**src/rtl/mei_pkg.sv**
```systemverilog
package mei_pkg;

   localparam int WORD_WIDTH  = 32;
   localparam int FRAC_BITS   = 28;
   localparam int COUNT_WIDTH = 16;
   localparam int SQ_WIDTH    = 2 * WORD_WIDTH - FRAC_BITS;

   typedef logic signed [WORD_WIDTH-1:0] word_type;
   typedef logic [WORD_WIDTH-1:0]        mag_type;
   typedef logic [SQ_WIDTH-1:0]          sq_type;
   typedef logic [SQ_WIDTH:0]            sq_sum_type;
   typedef logic [COUNT_WIDTH-1:0]       count_type;

   localparam word_type WORD_MAX = {1'b0, {(WORD_WIDTH-1){1'b1}}};
   localparam word_type WORD_MIN = {1'b1, {(WORD_WIDTH-1){1'b0}}};
   localparam sq_type SQ_WORD_MAX = {{(SQ_WIDTH-WORD_WIDTH){1'b0}}, WORD_MAX};
   localparam sq_sum_type ESC_LIMIT = sq_sum_type'(64'd4 << FRAC_BITS);
   localparam count_type MAX_ITER_RESET = 16'd400;

   typedef struct packed {
      count_type escape_count;
      logic      escaped;
      word_type  z_real;
      word_type  z_imag;
   } result_type;

   typedef struct packed {
      logic idle;
      logic done;
   } seq_status_type;

endpackage

```
**src/rtl/mei_mul.sv**
```systemverilog
module mei_mul import mei_pkg::*; (
   input  logic     clock,
   input  word_type op_a,
   input  word_type op_b,
   output sq_type   prod_ff,
   output logic     neg_ff
);

   mag_type                     mag_a;
   mag_type                     mag_b;
   logic [2*WORD_WIDTH-1:0]     full;
   sq_type                      prod_in;
   logic                        neg_in;

   always_comb begin
      mag_a   = op_a[WORD_WIDTH-1] ? mag_type'(-op_a) : mag_type'(op_a);
      mag_b   = op_b[WORD_WIDTH-1] ? mag_type'(-op_b) : mag_type'(op_b);
      full    = mag_a * mag_b;
      prod_in = full[2*WORD_WIDTH-1:FRAC_BITS];
      neg_in  = op_a[WORD_WIDTH-1] ^ op_b[WORD_WIDTH-1];
   end

   always_ff @(posedge clock) begin
      prod_ff <= prod_in;
      neg_ff  <= neg_in;
   end

endmodule

```
**src/rtl/mei_seq.sv**
```systemverilog
module mei_seq import mei_pkg::*; (
   input  logic           clock,
   input  logic           reset,
   input  logic           start,
   input  word_type       c_real,
   input  word_type       c_imag,
   input  count_type      max_iter,
   input  logic           out_free,
   output seq_status_type status,
   output result_type     result
);

   localparam logic [2:0] ST_IDLE  = 3'd0;
   localparam logic [2:0] ST_MULP  = 3'd1;
   localparam logic [2:0] ST_FORMP = 3'd2;
   localparam logic [2:0] ST_UPDI  = 3'd3;
   localparam logic [2:0] ST_SQI   = 3'd4;
   localparam logic [2:0] ST_DONE  = 3'd5;

   logic [2:0] state_ff, state_in;
   count_type  iter_ff, iter_in;
   word_type   cr_ff, cr_in;
   word_type   ci_ff, ci_in;
   word_type   zr_ff, zr_in;
   word_type   zi_ff, zi_in;
   word_type   d_ff, d_in;
   word_type   p_ff, p_in;
   sq_type     sq_a_ff, sq_a_in;
   result_type result_ff, result_in;

   word_type   op_a;
   word_type   op_b;
   sq_type     prod_ff;
   logic       neg_ff;
   sq_type     sq_b;
   sq_sum_type sq_sum;
   logic       escape;

   function automatic word_type sat_sq(sq_type m);
      if (m > SQ_WORD_MAX) return WORD_MAX;
      return word_type'(m[WORD_WIDTH-1:0]);
   endfunction

   function automatic word_type sat_prod(sq_type m, logic neg);
      word_type mw;
      mw = word_type'(m[WORD_WIDTH-1:0]);
      if (m > SQ_WORD_MAX) return neg ? WORD_MIN : WORD_MAX;
      return neg ? -mw : mw;
   endfunction

   function automatic word_type sat_add(word_type a, word_type b);
      logic [WORD_WIDTH:0] s;
      s = {a[WORD_WIDTH-1], a} + {b[WORD_WIDTH-1], b};
      if (s[WORD_WIDTH] != s[WORD_WIDTH-1]) return s[WORD_WIDTH] ? WORD_MIN : WORD_MAX;
      return word_type'(s[WORD_WIDTH-1:0]);
   endfunction

   function automatic word_type sat_dbl(word_type a);
      if (a[WORD_WIDTH-1] != a[WORD_WIDTH-2]) return a[WORD_WIDTH-1] ? WORD_MIN : WORD_MAX;
      return {a[WORD_WIDTH-2:0], 1'b0};
   endfunction

   mei_mul u_mul (
      .clock   (clock),
      .op_a    (op_a),
      .op_b    (op_b),
      .prod_ff (prod_ff),
      .neg_ff  (neg_ff)
   );

   always_comb begin
      sq_b   = (iter_ff == '0) ? '0 : prod_ff;
      sq_sum = {1'b0, sq_a_ff} + {1'b0, sq_b};
      escape = (iter_ff != '0) && (sq_sum > ESC_LIMIT);
   end

   always_comb begin
      state_in  = state_ff;
      iter_in   = iter_ff;
      cr_in     = cr_ff;
      ci_in     = ci_ff;
      zr_in     = zr_ff;
      zi_in     = zi_ff;
      d_in      = d_ff;
      p_in      = p_ff;
      sq_a_in   = sq_a_ff;
      result_in = result_ff;
      op_a      = zr_ff;
      op_b      = zi_ff;
      case (state_ff)
         ST_IDLE: begin
            if (start) begin
               cr_in    = c_real;
               ci_in    = c_imag;
               zr_in    = '0;
               zi_in    = '0;
               sq_a_in  = '0;
               iter_in  = '0;
               state_in = ST_MULP;
            end
         end
         ST_MULP: begin
            if (escape) begin
               result_in.escape_count = iter_ff - count_type'(1);
               result_in.escaped      = 1'b1;
               result_in.z_real       = zr_ff;
               result_in.z_imag       = zi_ff;
               state_in               = ST_DONE;
            end else if (iter_ff == max_iter) begin
               result_in.escape_count = '0;
               result_in.escaped      = 1'b0;
               result_in.z_real       = zr_ff;
               result_in.z_imag       = zi_ff;
               state_in               = ST_DONE;
            end else begin
               d_in     = sat_sq(sq_a_ff) - sat_sq(sq_b);
               state_in = ST_FORMP;
            end
         end
         ST_FORMP: begin
            p_in     = sat_prod(prod_ff, neg_ff);
            zr_in    = sat_add(d_ff, cr_ff);
            state_in = ST_UPDI;
         end
         ST_UPDI: begin
            zi_in    = sat_add(sat_dbl(p_ff), ci_ff);
            op_a     = zr_ff;
            op_b     = zr_ff;
            iter_in  = iter_ff + count_type'(1);
            state_in = ST_SQI;
         end
         ST_SQI: begin
            sq_a_in  = prod_ff;
            op_a     = zi_ff;
            op_b     = zi_ff;
            state_in = ST_MULP;
         end
         ST_DONE: begin
            if (out_free) begin
               state_in = ST_IDLE;
            end
         end
         default: begin
            state_in = ST_IDLE;
         end
      endcase
   end

   always_ff @(posedge clock) begin
      if (reset) begin
         state_ff <= ST_IDLE;
      end else begin
         state_ff <= state_in;
      end
   end

   always_ff @(posedge clock) begin
      iter_ff   <= iter_in;
      cr_ff     <= cr_in;
      ci_ff     <= ci_in;
      zr_ff     <= zr_in;
      zi_ff     <= zi_in;
      d_ff      <= d_in;
      p_ff      <= p_in;
      sq_a_ff   <= sq_a_in;
      result_ff <= result_in;
   end

   assign status.idle = (state_ff == ST_IDLE);
   assign status.done = (state_ff == ST_DONE);
   assign result      = result_ff;

endmodule

```
**src/rtl/mandelbrot_escape_iterator_top.sv**
```systemverilog
// Accepts one word at a time: req_ready is high only while the sequencer is idle, so a
// new word waits until the previous result has been passed to the output register.
// Each iteration steps through the MULP, FORMP, UPDI and SQI states and forms
// three products on the single shared 32x32 multiplier.
// Reset: synchronous, active high; clears the sequencer and output valid and
// loads max_iterations with 400.
module mandelbrot_escape_iterator_top import mei_pkg::*; (
   input  logic      clock,
   input  logic      reset,
   input  logic      req_valid,
   output logic      req_ready,
   input  word_type  req_c_real,
   input  word_type  req_c_imag,
   output logic      rsp_valid,
   input  logic      rsp_ready,
   output count_type rsp_escape_count,
   output logic      rsp_escaped,
   output word_type  rsp_z_real_out,
   output word_type  rsp_z_imag_out,
   input  logic      csr_valid,
   output logic      csr_ready,
   input  count_type csr_max_iterations
);

   count_type      max_iter_ff, max_iter_in;
   logic           rsp_valid_ff, rsp_valid_in;
   result_type     rsp_data_ff, rsp_data_in;
   seq_status_type seq_status;
   result_type     seq_result;
   logic           start;
   logic           out_free;
   logic           load;

   assign start    = req_valid && req_ready;
   assign out_free = !rsp_valid_ff || rsp_ready;
   assign load     = seq_status.done && out_free;

   mei_seq u_seq (
      .clock    (clock),
      .reset    (reset),
      .start    (start),
      .c_real   (req_c_real),
      .c_imag   (req_c_imag),
      .max_iter (max_iter_ff),
      .out_free (out_free),
      .status   (seq_status),
      .result   (seq_result)
   );

   always_comb begin
      max_iter_in  = csr_valid ? csr_max_iterations : max_iter_ff;
      rsp_valid_in = load || (rsp_valid_ff && !rsp_ready);
      rsp_data_in  = load ? seq_result : rsp_data_ff;
   end

   always_ff @(posedge clock) begin
      if (reset) begin
         max_iter_ff  <= MAX_ITER_RESET;
         rsp_valid_ff <= 1'b0;
      end else begin
         max_iter_ff  <= max_iter_in;
         rsp_valid_ff <= rsp_valid_in;
      end
   end

   always_ff @(posedge clock) begin
      rsp_data_ff <= rsp_data_in;
   end

   assign req_ready        = seq_status.idle;
   assign csr_ready        = 1'b1;
   assign rsp_valid        = rsp_valid_ff;
   assign rsp_escape_count = rsp_data_ff.escape_count;
   assign rsp_escaped      = rsp_data_ff.escaped;
   assign rsp_z_real_out   = rsp_data_ff.z_real;
   assign rsp_z_imag_out   = rsp_data_ff.z_imag;

endmodule

```
**config.mk**
```make
export PLATFORM = sky130hd
export DESIGN_NAME = mandelbrot_escape_iterator_top
export DESIGN_NICKNAME = d
export VERILOG_FILES = /design/src/rtl/mei_pkg.sv /design/src/rtl/mei_mul.sv /design/src/rtl/mei_seq.sv /design/src/rtl/mandelbrot_escape_iterator_top.sv
export SDC_FILE = /design/constraint.sdc
export NUM_CORES = 2
export LEC_CHECK = 0
export BUFFER_PORTS_ARGS = -buffer_cell sky130_fd_sc_hd__buf_4
export CORE_ASPECT_RATIO = 1.25
export CORE_MARGIN = 4
export CORE_UTILIZATION = 50
export DETAILED_ROUTE_END_ITERATION = 12
export PLACE_DENSITY = 0.69
export SETUP_SLACK_MARGIN = 0.05
export SYNTH_ARGS = -nofsm -noshare
export SYNTH_HDL_FRONTEND = slang
export SYNTH_SLANG_ARGS = --single-unit
```
**constraint.sdc**
```tcl
create_clock -name clock -period 12 [get_ports clock]
set_input_delay 2.4 -clock clock [delete_from_list [all_inputs] [get_ports clock]]
set_output_delay 2.4 -clock clock [all_outputs]
set_load 0.05 [all_outputs]
```
==> flow_summary.ini <==
[run_status]
outcome = complete, no violations

[timing]
final_max_slew_viol_count = 0
slew_headroom = 0.186
finalSetupTns_ps = 0
worst_slack_ps = 517
hold_slack_ps = 417
finalSetupViolCount = 0
post-route-min-period_ps = 11480
hold_viol = 0
worst_slew_pin_slew_ps = 1210
skew_ps = 32.6
rsz0062_at_grt = no
max_freq_mhz = 87.1
layout_worst_path_cycle_share = 0.957

[floorplanning]
ios = 169
die_h_um = 386
die_w_um = 310
rows = 138
core_area_um2 = 113000
die_area_um2 = 120000
initial_core_util = 0.504

[drt]
top_layer_used = met5
wl_met3_mm = 14.9
drc = 0
routed_wl_mm = 179
drt_first_pass_iters = 6
met1_length_mm = 64.9
viasPerCell = 5.78
avgRoutedWirePerCell_um = 23.7
ant_nets = 0
vias = 43700
drtIter0Drc = 3870
wl_met2_mm = 86.1

[global_routing]
grt_pass1_wl_mm = 271
grt_overflow = 0
grt_start_max_net_pins = 81
grt_antenna_before_repair = 9
grt_use_total = 0.304
grt_pass1_vias = 45200

[clocking]
cts_buffers = 51
cts_sinks = 463
postCtsSetupBuffers = 0
clock_path_buffers = 3
clk_pin_slew_worst_paths_ps = 60
ctsResizeCount = 0
clkLatencyLatePin_ps = 630
htreeDepth = 2
ctsHoldBuffers = 0
root_buffer = clkbuf_16
cts_tree = done

[logic_synthesis]
avgSynthCellArea_um2 = 9.66
synth_ff_type = edfxtp_1
synth_enable_flop_cells = 406
synthDistinctLibCells = 96
synth.largest_area_cell = fa_1
ys_seq_elements = 463
yosysWarnings = 0
async_flop_share = 0
ys_seq_area_frac = 0.233
synth_top_area_share = 0.315
synth_cells = 5919
synth_area_leaders = fa_1 31%, edfxtp_1 21%, ha_1 8.7%
synthesis.nets = 7300
netlist_area_um2 = 57200

[final_layout]
nets = 7417
area_growth_pct = 9.46
nFillCells = 9932
layout-drive-gt1-share = 0.0850
final_common_cell = inv_1
final_cells = 7555
final_cell_mix = 962 x inv_1, 899 x fa_1, 756 x nor2_1
multi_input_comb_area_um2 = 39500
ff_latch_area_um2 = 13300

[min_path]
min-delay-path-class = flop to flop

[setup_path]
setup.worst_path.end_class = flop
max_stage_delay_ps = 970
startpoint_type = flop
crit_path_frequent_cell = fa_1
critPathMaxFanout = 34
path_class = flop to flop
worst_ep_arrival_time_ps = 11990
crit_slowest_cell = xor2_2
cp_data_required_time_ps = 12510

[placement]
portBuffers = 167
post-dp-hpwl_mm = 145
place_congestion = 0.997
dp_worst_setup_slack_ps = 671
dp_cells = 7453

[job]
drv_cap = 0
-- sequential cells by signal (all words and copies together), names as in the netlist --
| register | cells |
|---|---|
| u_seq.zi_ff | 32 |
| rsp_z_real_out | 32 |
| u_seq.ci_ff | 32 |
| u_seq.u_mul.neg_ff | 1 |
| u_seq.p_ff | 32 |
| u_seq.iter_ff | 16 |
| u_seq.cr_ff | 32 |
| u_seq.zr_ff | 32 |
| u_seq.state_ff | 3 |
| u_seq.result | 81 |
| max_iter_ff | 16 |
| u_seq.u_mul.prod_ff | 36 |
| rsp_escape_count | 16 |
| u_seq.d_ff | 32 |
| rsp_valid | 1 |
| rsp_z_imag_out | 32 |
| u_seq.sq_a_ff | 36 |
| rsp_escaped | 1 |
-- synthesized netlist by cell type (32+ instances only) --
cell / number
o21ai_0: 196
fa_1: 899
or3_1: 51
nand3_1: 56
dfxtp_1: 57
nor2b_1: 32
a21o_1: 136
and2_1: 93
clkbuf_1: 232
nor2_1: 758
xnor2_1: 172
ha_1: 397
mux2i_1: 82
edfxtp_1: 406
a21oi_1: 156
nand2b_1: 32
nor3_1: 74
nand2_1: 586
xor2_1: 118
inv_1: 963
-- worst max-delay path, delay by kind of cell, from the launching register on --
| kind | cells | cell delay [ps] |
|---|---|---|
| AOI/OAI and AO/OA | 6 | 1710 |
| DFF | 1 | 520 |
| buffers and inverters | 7 | 1390 |
| muxes | 1 | 500 |
| and+or+nand+nor | 8 | 1600 |
| xor gates and xnor gates | 2 | 1110 |
| adders and majority gates | 9 | 4490 |
-- kinds of logic (layout without fill, tap and decap cells) --
kind of cell    count (synthesis)  after routing  synth area share
simple gates                 1815           1815             0.139
fa+ha+maj                    1296           1296             0.402
buf+inv                      1226           1386            0.0812
compound gates                740            740            0.0842
flops                         463            463             0.233
xor+xnor                      293            293            0.0453
mux                            85             85            0.0150
other cells                     1              7         0.0000656
-- area by class of cell --
cell class                      instances  share of cell area
Timing Repair Buffer                  326              0.0393
Inverter                              964              0.0578
Antenna cell                            6            0.000240
Multi-Input combinational cell       4230               0.632
Sequential cell                       463               0.213
Clock buffer                           59              0.0217
Tap cell                             1470              0.0294
Clock inverter                         37             0.00636
-- metal layers --
metal	track usage	vias up
met4	0.176	2
met3	0.0534	570
li1	-	19100
met5	0	-
met1	0.369	21900
met2	0.511	2093
-- metrics by stage --
step	util	cell area, µm²
floorplan	-	57200
global placement	0.536	60800
detailed placement	0.536	60800
CTS	0.551	62500
global route	0.551	62500
finish	0.551	62600
-- path summary, 6_finish.rpt --
path | startpoint | to | cells past startpoint | slack [ps]
min | u_seq.result[61] | rsp_z_real_out[29] | 0 | 420
min reg2reg | u_seq.result[61] | rsp_z_real_out[29] | 0 | 420
max reg2reg | u_seq.state_ff[2] | u_seq.u_mul.prod_ff[23] | 33 | 520
max | u_seq.state_ff[2] | u_seq.u_mul.prod_ff[23] | 33 | 520
Power is not shown: default switching activity piles up to over one toggle a cycle in this logic, so the estimate is an artifact.
